===== config.mk =====
export PLATFORM = sky130hd
export DESIGN_NAME = miller_rabin_prime_test_core
export DESIGN_NICKNAME = d
export VERILOG_FILES = /design/src/rtl/mrp_pkg.sv /design/src/rtl/mrp_modmul.sv /design/src/rtl/miller_rabin_prime_test_core.sv
export VERILOG_INCLUDE_DIRS = /design/src /design/src/rtl
export SDC_FILE = /design/constraint.sdc
export NUM_CORES = 1
export LEC_CHECK = 0
export BUFFER_PORTS_ARGS = -buffer_cell sky130_fd_sc_hd__buf_4
export CAP_MARGIN = 20
export CORE_MARGIN = 3
export CORE_UTILIZATION = 50
export DETAILED_ROUTE_END_ITERATION = 16
export GPL_TIMING_DRIVEN = 0
export PLACE_DENSITY_LB_ADDON = 0.12
export SLEW_MARGIN = 10
export SYNTH_ARGS = -nofsm -noshare
export SYNTH_HDL_FRONTEND = slang
export SYNTH_SLANG_ARGS = --single-unit
export TNS_END_PERCENT = 5

===== constraint.sdc =====
create_clock -name clk -period 10.02 [get_ports clk]
set_input_delay 1.503 -clock clk [delete_from_list [all_inputs] [get_ports clk]]
set_output_delay 1.503 -clock clk [all_outputs]
set_load 0.02 [all_outputs]

===== src/rtl/miller_rabin_prime_test_core_macros.svh =====
// Assertion macros for the Miller-Rabin prime test core.
// Depends on nothing; included by the top level.
`ifndef MILLER_RABIN_PRIME_TEST_CORE_MACROS_SVH
`define MILLER_RABIN_PRIME_TEST_CORE_MACROS_SVH

// Implication checked on every clock edge outside reset.
`define MRP_ASSERT_IMPLY(label, clk, rst_n, ante, cons, msg) \
    label: assert property (@(posedge clk) disable iff (!rst_n) (ante) |-> (cons)) \
        else $error(msg);

// Next-cycle implication checked outside reset.
`define MRP_ASSERT_NEXT(label, clk, rst_n, ante, cons, msg) \
    label: assert property (@(posedge clk) disable iff (!rst_n) (ante) |=> (cons)) \
        else $error(msg);

`endif


===== src/rtl/mrp_pkg.sv =====
// Shared constants for the Miller-Rabin prime test core.
// Depends on nothing.
package mrp_pkg;
    localparam int NUMBER_BITS_DEF = 31;
    localparam int BASE_COUNT = 3;
endpackage


===== src/rtl/mrp_modmul.sv =====
// Bit-serial modular multiplier: computes (a * b) mod m, one bit of b per cycle.
// Depends on mrp_pkg for the default width.
module mrp_modmul #(
    parameter int W = mrp_pkg::NUMBER_BITS_DEF
) (
    input  logic         clk,
    input  logic         rst_n,
    input  logic         start,
    input  logic [W-1:0] a,
    input  logic [W-1:0] b,
    input  logic [W-1:0] m,
    output logic         done,
    output logic [W-1:0] prod
);
    localparam int CW = $clog2(W + 1);

    logic          busy_reg, busy_next;
    logic [CW-1:0] cnt_reg, cnt_next;
    logic [W-1:0]  acc_reg, acc_next;
    logic [W-1:0]  a_reg, b_reg, m_reg;
    logic [W:0]    dbl, dred, addv;
    logic [W-1:0]  acc_dbl;

    // Horner step: acc = 2*acc (+a) mod m, MSB of b first. acc and a stay below m.
    always_comb
    begin
        dbl      = {acc_reg, 1'b0};
        dred     = (dbl >= {1'b0, m_reg}) ? dbl - {1'b0, m_reg} : dbl;
        acc_dbl  = dred[W-1:0];
        addv     = {1'b0, acc_dbl} + {1'b0, a_reg};
        if (addv >= {1'b0, m_reg})
        begin
            addv = addv - {1'b0, m_reg};
        end
        acc_next  = b_reg[W-1] ? addv[W-1:0] : acc_dbl;
        busy_next = busy_reg;
        cnt_next  = cnt_reg;
        if (busy_reg)
        begin
            cnt_next = cnt_reg - 1'b1;
            if (cnt_reg == CW'(1))
            begin
                busy_next = 1'b0;
            end
        end
        else if (start)
        begin
            busy_next = 1'b1;
            cnt_next  = CW'(W);
        end
    end

    always_ff @(posedge clk or negedge rst_n)
    begin
        if (!rst_n)
        begin
            busy_reg <= 1'b0;
            cnt_reg  <= '0;
            done     <= 1'b0;
        end
        else
        begin
            busy_reg <= busy_next;
            cnt_reg  <= cnt_next;
            done     <= busy_reg && (cnt_reg == CW'(1));
        end
    end

    always_ff @(posedge clk)
    begin
        if (!busy_reg && start)
        begin
            a_reg   <= a;
            b_reg   <= b;
            m_reg   <= m;
            acc_reg <= '0;
        end
        else if (busy_reg)
        begin
            acc_reg <= acc_next;
            b_reg   <= {b_reg[W-2:0], 1'b0};
        end
    end

    assign prod = acc_reg;
endmodule


===== src/rtl/miller_rabin_prime_test_core.sv =====
// Miller-Rabin prime test core: one number in, one prime flag out, no
// configuration. Each number is tested with the witnesses 2, 7 and 61, which
// is exact over the whole field. A number that is even, below two or one of
// the listed primes 2, 3, 5, 7 and 61 reaches the output register in the
// cycle after its transfer. Any other number is first split into 2^r * d,
// one bit of n-1 per cycle. Each witness is then reduced mod n by repeated
// subtraction (only for numbers below 61), runs square-and-multiply over the
// bits of d and squares up to r-1 more times. Each modular multiplication
// runs in the bit-serial multiplier, started by the sequencer. Items are
// handled one at a time: the input stalls from the transfer of a number until
// its result has been transferred out, and the next number can be taken in
// the cycle after that.
module miller_rabin_prime_test_core #(
    parameter int NUMBER_BITS = mrp_pkg::NUMBER_BITS_DEF
) (
    input  logic                   clk,
    input  logic                   rst_n,
    input  logic                   in_valid,
    output logic                   in_stall,
    input  logic [NUMBER_BITS-1:0] number,
    output logic                   out_valid,
    input  logic                   out_stall,
    output logic                   is_prime
);
    `include "miller_rabin_prime_test_core_macros.svh"

    localparam int W  = NUMBER_BITS;
    localparam int BW = $clog2(W + 1);

    // Sequencer state codes.
    localparam logic [3:0] S_IDLE   = 4'd0;
    localparam logic [3:0] S_SPLIT  = 4'd1;
    localparam logic [3:0] S_BASE   = 4'd2;
    localparam logic [3:0] S_PSTEP  = 4'd3;
    localparam logic [3:0] S_PMUL   = 4'd4;
    localparam logic [3:0] S_PSQ    = 4'd5;
    localparam logic [3:0] S_CHECK  = 4'd6;
    localparam logic [3:0] S_SQ     = 4'd7;
    localparam logic [3:0] S_SQCHK  = 4'd8;
    localparam logic [3:0] S_OUT    = 4'd9;
    localparam logic [3:0] S_BASEOK = 4'd10;
    localparam logic [3:0] S_BRED   = 4'd11;

    logic [3:0]    state_reg, state_next;
    logic [W-1:0]  n_reg, d_reg, e_reg, b_reg, x_reg;
    logic [BW-1:0] r_reg, k_reg;
    logic [1:0]    base_reg;
    logic          prime_reg;
    logic          mm_start, mm_done;
    logic [W-1:0]  mm_a, mm_b, mm_prod, base_val, nm1;
    logic          num_listed, num_trivial;

    assign nm1 = n_reg - 1'b1;

    // Listed primes and trivially non-prime inputs finish right after the transfer.
    assign num_listed  = (number == W'(2)) || (number == W'(3)) || (number == W'(5))
                         || (number == W'(7)) || (number == W'(61));
    assign num_trivial = (number < W'(2)) || !number[0];

    // Raw witness value; it is reduced mod n in S_BRED before use.
    always_comb
    begin
        case (base_reg)
            2'd0:    base_val = W'(2);
            2'd1:    base_val = W'(7);
            default: base_val = W'(61);
        endcase
    end

    // Operands only matter in the cycle that starts a multiplication. The
    // first operand must already be reduced mod n.
    always_comb
    begin
        mm_a = x_reg;
        mm_b = b_reg;
        case (state_reg)
            S_PSTEP: if (!e_reg[0]) mm_a = b_reg;
            S_PMUL:  mm_a = b_reg;
            S_CHECK, S_SQCHK: mm_b = x_reg;
            default: mm_b = b_reg;
        endcase
    end

    mrp_modmul #(.W(W)) u_mul (
        .clk   (clk),
        .rst_n (rst_n),
        .start (mm_start),
        .a     (mm_a),
        .b     (mm_b),
        .m     (n_reg),
        .done  (mm_done),
        .prod  (mm_prod)
    );

    assign in_stall  = (state_reg != S_IDLE);
    assign out_valid = (state_reg == S_OUT);
    assign is_prime  = prime_reg;

    always_comb
    begin
        state_next = state_reg;
        mm_start   = 1'b0;
        case (state_reg)
            S_IDLE:   if (in_valid) state_next = (num_listed || num_trivial) ? S_OUT : S_SPLIT;
            S_SPLIT:  state_next = d_reg[0] ? S_BASE : S_SPLIT;
            S_BASE:   state_next = S_BRED;
            S_BRED:   if (b_reg < n_reg) state_next = S_PSTEP;
            S_PSTEP:
            begin
                if (e_reg == '0)
                begin
                    state_next = S_CHECK;
                end
                else if (e_reg[0])
                begin
                    mm_start   = 1'b1;
                    state_next = S_PMUL;
                end
                else
                begin
                    mm_start   = 1'b1;
                    state_next = S_PSQ;
                end
            end
            S_PMUL:
            begin
                if (mm_done)
                begin
                    state_next = S_PSQ;
                end
            end
            S_PSQ:    if (mm_done) state_next = S_PSTEP;
            S_CHECK:
            begin
                if (x_reg == W'(1) || x_reg == nm1)
                begin
                    state_next = S_BASEOK;
                end
                else if (k_reg >= r_reg)
                begin
                    state_next = S_OUT;
                end
                else
                begin
                    mm_start   = 1'b1;
                    state_next = S_SQ;
                end
            end
            S_SQ:     if (mm_done) state_next = S_SQCHK;
            S_SQCHK:
            begin
                if (x_reg == nm1)
                begin
                    state_next = S_BASEOK;
                end
                else if (k_reg >= r_reg)
                begin
                    state_next = S_OUT;
                end
                else
                begin
                    mm_start   = 1'b1;
                    state_next = S_SQ;
                end
            end
            S_BASEOK: state_next = (base_reg == 2'd2) ? S_OUT : S_BASE;
            S_OUT:    if (!out_stall) state_next = S_IDLE;
            default:  state_next = S_IDLE;
        endcase
        // The multiply after PMUL finishes starts the squaring of b.
        if (state_reg == S_PMUL && mm_done)
        begin
            mm_start = 1'b1;
        end
    end

    always_ff @(posedge clk or negedge rst_n)
    begin
        if (!rst_n)
        begin
            state_reg <= S_IDLE;
            prime_reg <= 1'b0;
            base_reg  <= '0;
        end
        else
        begin
            state_reg <= state_next;
            if (state_reg == S_IDLE && in_valid)
            begin
                base_reg  <= '0;
                prime_reg <= num_listed;
            end
            else if (state_reg == S_CHECK || state_reg == S_SQCHK)
            begin
                if (state_next == S_OUT)
                begin
                    prime_reg <= 1'b0;
                end
            end
            else if (state_reg == S_BASEOK)
            begin
                if (base_reg == 2'd2)
                begin
                    prime_reg <= 1'b1;
                end
                base_reg <= base_reg + 1'b1;
            end
        end
    end

    // Datapath: the exponent shifts right one bit per square-and-multiply step.
    // k_reg counts the squarings after the power, plus one.
    always_ff @(posedge clk)
    begin
        case (state_reg)
            S_IDLE:
            begin
                n_reg <= number;
                d_reg <= number - 1'b1;
                r_reg <= '0;
            end
            S_SPLIT:
            begin
                if (!d_reg[0])
                begin
                    d_reg <= d_reg >> 1;
                    r_reg <= r_reg + 1'b1;
                end
            end
            S_BASE:
            begin
                e_reg <= d_reg;
                b_reg <= base_val;
                x_reg <= W'(1);
                k_reg <= BW'(1);
            end
            S_BRED:   if (b_reg >= n_reg) b_reg <= b_reg - n_reg;
            S_PMUL:   if (mm_done) x_reg <= mm_prod;
            S_PSQ:
            begin
                if (mm_done)
                begin
                    b_reg <= mm_prod;
                    e_reg <= e_reg >> 1;
                end
            end
            S_SQ:
            begin
                if (mm_done)
                begin
                    x_reg <= mm_prod;
                    k_reg <= k_reg + 1'b1;
                end
            end
            default:  x_reg <= x_reg;
        endcase
    end

    `MRP_ASSERT_IMPLY(a_out_hold, clk, rst_n, out_valid && out_stall,
        1'b1 ##1 out_valid, "result dropped while stalled")
    `MRP_ASSERT_IMPLY(a_no_take_busy, clk, rst_n, out_valid, in_stall,
        "input accepted while a result is pending")
    `MRP_ASSERT_NEXT(a_mul_done, clk, rst_n, mm_start && state_reg == S_IDLE,
        1'b0, "multiplier started while idle")
endmodule

; After elaboration in Yosys (flattened, before gate mapping)
; Index checks and enable logic that the tools add are counted.
[totals]
output_inout_bits = 3
regBits = 303
in_bits = 35
n_memories = 0
rom_bits = 0
ramBits = 0
latchBits = 0
[op_classes]
div_mod_pow = 0
order_cmp = 6
shifts = 0
add_sub_neg = 10
n_bitwise = 0
reduce_logical = 37
mul = 0
n_mux = 55
n_eq_ne = 29
[ops]
columns = operator, count
row1 = two-way mux 31 bit, 11
row2 = case mux 31 bit (2 select lines), 4
row3 = case mux 31 bit (3 select lines), 1
row4 = subtractor 31 bit, 3
row5 = greater-or-equal comparator 32 x 31 -> 1 bit, 2
row6 = == test 31 x 2 -> 1 bit (second input constant), 2
row7 = == test 31 x 3 -> 1 bit (second input constant), 2
row8 = subtractor 31 x 1 -> 31 bit (second input constant), 2
row9 = case mux 4 bit (12 select lines), 1
row10 = two-way mux 4 bit, 11
row11 = adder 31 x 31 -> 32 bit, 1
row12 = == test 31 x 1 -> 1 bit (second input constant), 1
row13 = == test 31 bit, 1
row14 = == test 31 x 6 -> 1 bit (second input constant), 1
row15 = greater-or-equal comparator 31 bit, 1
row16 = zero test 31 bit, 1
row17 = < comparator 31 x 2 -> 1 bit (second input constant), 1
row18 = < comparator 31 bit, 1
row19 = == test 4 bit (second input constant), 5
row20 = two-way mux 5 bit, 4
row21 = case mux 5 bit (2 select lines), 2
row22 = == test 4 x 3 -> 1 bit (second input constant), 4
row23 = two-way mux 1 bit, 14
row24 = nonzero test 2 bit, 7
row25 = other kinds (25), 54

; Depth between registers and ports, before layout
[depth]
depth_word = 13
ltp_mapped = 36

; Hierarchy
; A second synthesis with hierarchy kept.
[hier_totals]
hier_cells = 2257
hier_area_um2 = 21944.8
[by_module_without_submodules]
columns = mod, cells_each, n_inst, area_each_um2
row1 = miller_rabin_prime_test_core, 1101, 1, 11343.4
row2 = mrp_modmul, 1156, 1, 10601.4

; Worst setup path before layout
; Ideal clock, no wire load.
[synth_timing]
kind = register to register
from = register u_mul.m_reg[0]
to = register u_mul.acc_reg[10], in the netlist u_mul.prod[10]
setup_time_ns = 0.114
path_stages_with_launch = 35
synth_period_minus_slack_ns = 7.208
required_time_ns = 9.906
path_slack_ns = 2.812
arrival_time_ns = 7.094
path_cell_list = edfxtp_1 inv_1 fa_1 a211oi_1 o211ai_1 a21oi_1 o211ai_1 a21oi_1 o31ai_1 clkbuf_1 buf_1 and2_1 ha_1 inv_1 fa_1 nor2b_1 o31a_1 o211a_1 o21a_1 a41oi_1 o311ai_0 a21oi_1 xnor2_1 ha_1 clkbuf_1 a21o_1 nor2_1 a22oi_1 a311oi_1 o2bb2ai_1 clkbuf_1 buf_2 mux2i_1 a21oi_1 a21o_1
[synth_via]
elab_chain_cells = 6
[synth_lines]
columns = element, line
row1 = start: declaration, mrp_modmul.sv:20  ; logic [W-1:0] a_reg, b_reg, m_reg;
row2 = start signal: assignment, mrp_modmul.sv:75  ; m_reg <= m;
row3 = subtractor 31 bit or greater-or-equal comparator 32 x 31 -> 1 bit (tied branches), mrp_modmul.sv:28  ; dred = (dbl >= {1'b0, m_reg}) ? dbl - {1'b0, m_reg} : dbl;
row4 = two-way mux 31 bit, mrp_modmul.sv:28
row5 = adder 31 x 31 -> 32 bit, mrp_modmul.sv:30  ; addv = {1'b0, acc_dbl} + {1'b0, a_reg};
row6 = subtractor 31 bit or greater-or-equal comparator 32 x 31 -> 1 bit (tied branches), "mrp_modmul.sv:33, mrp_modmul.sv:31"
row7 = two-way mux 31 bit, mrp_modmul.sv:31  ; if (addv >= {1'b0, m_reg})
row8 = two-way mux 31 bit *, mrp_modmul.sv:35  ; acc_next = b_reg[W-1] ? addv[W-1:0] : acc_dbl;
row9 = end signal: assignment, mrp_modmul.sv:80  ; acc_reg <= acc_next;
row10 = end: declaration, mrp_modmul.sv:19  ; logic [W-1:0] acc_reg, acc_next;
; Every way passes the cells marked *; elsewhere a longest branch is shown, timed or not.
; A chain may end at the register's enable or synchronous reset.

; Worst setup path in the final report
[layout_timing]
from = register u_mul.acc_reg[2], in the netlist u_mul.prod[2]
to = register u_mul.acc_reg[10], in the netlist u_mul.prod[10]
[layout_via]
elab_chain_cells = 6
[layout_lines]
columns = element, line
row1 = subtractor 31 bit or greater-or-equal comparator 32 x 31 -> 1 bit (tied branches), mrp_modmul.sv:28
row2 = two-way mux 31 bit *, mrp_modmul.sv:28
row3 = adder 31 x 31 -> 32 bit, mrp_modmul.sv:30
row4 = subtractor 31 bit or greater-or-equal comparator 32 x 31 -> 1 bit (tied branches), "mrp_modmul.sv:33, mrp_modmul.sv:31"
row5 = two-way mux 31 bit, mrp_modmul.sv:31
row6 = two-way mux 31 bit *, mrp_modmul.sv:35
; Marks and branches as above.

==> flow_summary_export.csv <==
group,metric,value,unit
run_status,status,"completed",
worst_setup_path,rr_worst_depth,30,
worst_setup_path,cp_slowest_cell,"clkbuf_1",
hold_path,hold_path_class,"reg2reg",
worst_setup_path,r2r-start,"u_mul.prod[2]",
synth,synth.distinct_cells,85,
layout,area_growth_syn_to_layout,10.91,%
sta,rsz0062_at_grt,"false",
cts,clk_path_buf_depth,3,
sta,period_share,94.99,%
detailed_routing,wl_per_cell,23.80,um
die,io_pins,38,
cts,clock_latency,0.53,ns
sta,worst_pin_slew,1.124,ns
cts,clockRootBuffer,"clkbuf_16",
cts,cts_setup_buffers,0,
worst_setup_path,reg2reg_slack,0.50,ns
detailed_routing,viasPerCell,6.258,
die,fp.dieW,213.1,um
cts,cts_max_level,2,
global_route,grt_pass1_wl,101300,um
synth,syn_avg_cell_area,9.941,um2
synth,synth_fp_nets,2338,
synth,synth-main-ff-cell,"edfxtp_1",
worst_setup_path,crit_top_cell,"a21oi_1",
die,initial_core_util,50.89,%
cts,cts_tree,"built",
cts,cts_sinks,303,
global_route,antenna_found_initial,1,
die,fp-row-count,75,
synth,synth_edf_count,258,
sta,slew_headroom,24.39,%
detailed_routing,drtPass1Iterations,6,
synth,yosys-top-cells-area,"edfxtp_1 36%, ha_1 8.3%, mux2_2 5.8%",
detailed_routing,initialDrtViolationCount,1379,
worst_setup_path,worst_r2r_endpoint,"u_mul.prod[10]",
place,place_inst,2742,
synth,yosys.area.top_type,"edfxtp_1",
synth,synth_common_cells,"258 x edfxtp_1, 177 x a21oi_1, 142 x ha_1",
run,drv_cap,0,
hold_path,min_from,"u_mul.b_reg[4]",
synth,synth_warnings,0,
synth,yosysSeqAreaShare,40.66,%
layout,stdcell_count,2805,
synth,syn_area,21440,um2
place,io_buffers,37,
die,die_y,213.1,um
detailed_routing,wirelength,66770,um
sta,final.setup_skew,0.01933,ns
global_route,grt_use_total,29.36,%
sta,finalHoldViolations,0,
layout,stdcell_area,23780,um2
die,dieArea,45410,um2
worst_setup_path,worst-setup-path-type,"reg2reg",
synth,synth_top_area_share,36.13,%
sta,finalSetupViolations,0,
die,core_area,42130,um2
worst_setup_path,cp_data_required_time,10.45,ns
global_route,first_global_vias,17250,
place,dp_worst_setup_slack,-0.6347,ns
global_route,grt_start_max_net_pins,72,
synth,yosys.cell_count.top_type,"edfxtp_1",
synth,netlist_instances,2157,
sta,min_period,9.518,ns
place,dp_hpwl,52520,um
detailed_routing,drc,0,
layout,fin_util,56.45,%
hold_path,min_to,"u_mul.b_reg[5]",
place,finalWeightedCongestion,0.9661,
layout,layout.nets,2422,
sta,slew_viol_final,0,
worst_setup_path,cp-end-kind,"flip-flop",
worst_setup_path,arrival,9.94,ns
cts,path_clk_slew,0.07,ns
layout,antenna_cells,0,
hold_path,whs_path_depth,1,
sta,fmax,0.1051,GHz
detailed_routing,antenna_left,0,
synth,synth_seq_cells,303,
global_route,gr-total-overflow,0,
worst_setup_path,crit_fanout,10,
place,placed_area,22580,um2
synth,synthArstFlopShare,4.620,%
layout,drive_gt1_share,11.12,%
worst_setup_path,max_stage_delay,0.68,ns
detailed_routing,vias,17550,
cts,numCtsBuffers,36,
sta,finalWorstSetupSlack,0.5023,ns
worst_setup_path,worstSetupStartpointType,"flip-flop",
==> through the flow <==
step | TNS, ns | hold WS [ns]
5_1_grt | 0 | 0.5411
3_3_place_gp | -13.03 | 0.5041
3_5_place_dp | -13.29 | 0.5139
6_report | 0 | 0.5298
4_1_cts | 0 | 0.5242
2_1_floorplan | 0 | 0.4554
==> cell usage in the layout (no fill, tap or decap), types with 57 or more instances in the layout <==
master    count
xnor2_1     112
inv_1       119
xor2_1       74
clkbuf_1     57
nand2_1     141
a21o_1       67
a21oi_1     177
nor2_1      121
mux2_2      111
o21ai_0     128
ha_1        142
edfxtp_1    258
==> area by class of cell <==
class,count,area [um2]
plain buffers,66,275.3
clock buffers,45,985.9
repair buffers,46,422.9
multi-input cells,1665,12060
well taps,539,674.4
flip-flops and latches,303,8718
clock inverters,18,187.7
fillers,3747,18350
inverters,123,461.7
==> cell families (layout without fill, tap and decap cells) <==
family	count (synthesis)	count (layout)	synth area share, %
AOI/OAI and AO/OA	580	580	17.23
muxes	164	164	8.478
DFF	303	303	40.66
buffers and inverters	189	298	3.396
and+or+nand+nor	589	589	13.98
xor gates and xnor gates	186	186	7.597
adders and majority gates	146	146	8.659
==> how the worst max path moves through the flow <==
stage	from	endpoint	slack, ns	cells after the start
6_report	u_mul.prod[2]	u_mul.prod[10]	0.50	30
5_1_grt	u_mul.m_reg[0]	u_mul.prod[21]	0.01	31
4_1_cts	u_mul.prod[2]	u_mul.prod[10]	0.03	33
3_5_place_dp	u_mul.prod[2]	u_mul.prod[10]	-0.63	33
3_3_place_gp	u_mul.prod[2]	u_mul.prod[10]	-0.60	32
2_1_floorplan	u_mul.m_reg[0]	u_mul.prod[10]	2.81	34
==> repair_timing <==
action / 4_1_cts / 5_1_grt
hold endpoints to repair: 0 / 0
gates resized for setup: 5 / 7
hold buffers: 0 / 0
setup endpoints to repair: 30 / 29
==> worst max-delay path: cells and delay by family (launching register included) <==
| kind | cells | cell delay [ns] |
|---|---|---|
| adders and majority gates | 3 | 0.98 |
| xor gates and xnor gates | 1 | 0.16 |
| buffers and inverters | 5 | 2.08 |
| AOI/OAI and AO/OA | 17 | 4.65 |
| muxes | 2 | 0.72 |
| DFF | 1 | 0.44 |
| and+or+nand+nor | 2 | 0.35 |
==> routing by layer <==
layer	track usage, %	up-vias	wire length (um)
met5	0	-	0
met3	3.086	141	4103
li1	-	8245	-
met1	39.84	8515	28720
met2	47.46	652	30540
met4	13.74	0	3401
Power is left out: the tool's default activity adds up to more than one toggle a clock period on the data nets, which glitch-free logic cannot reach.
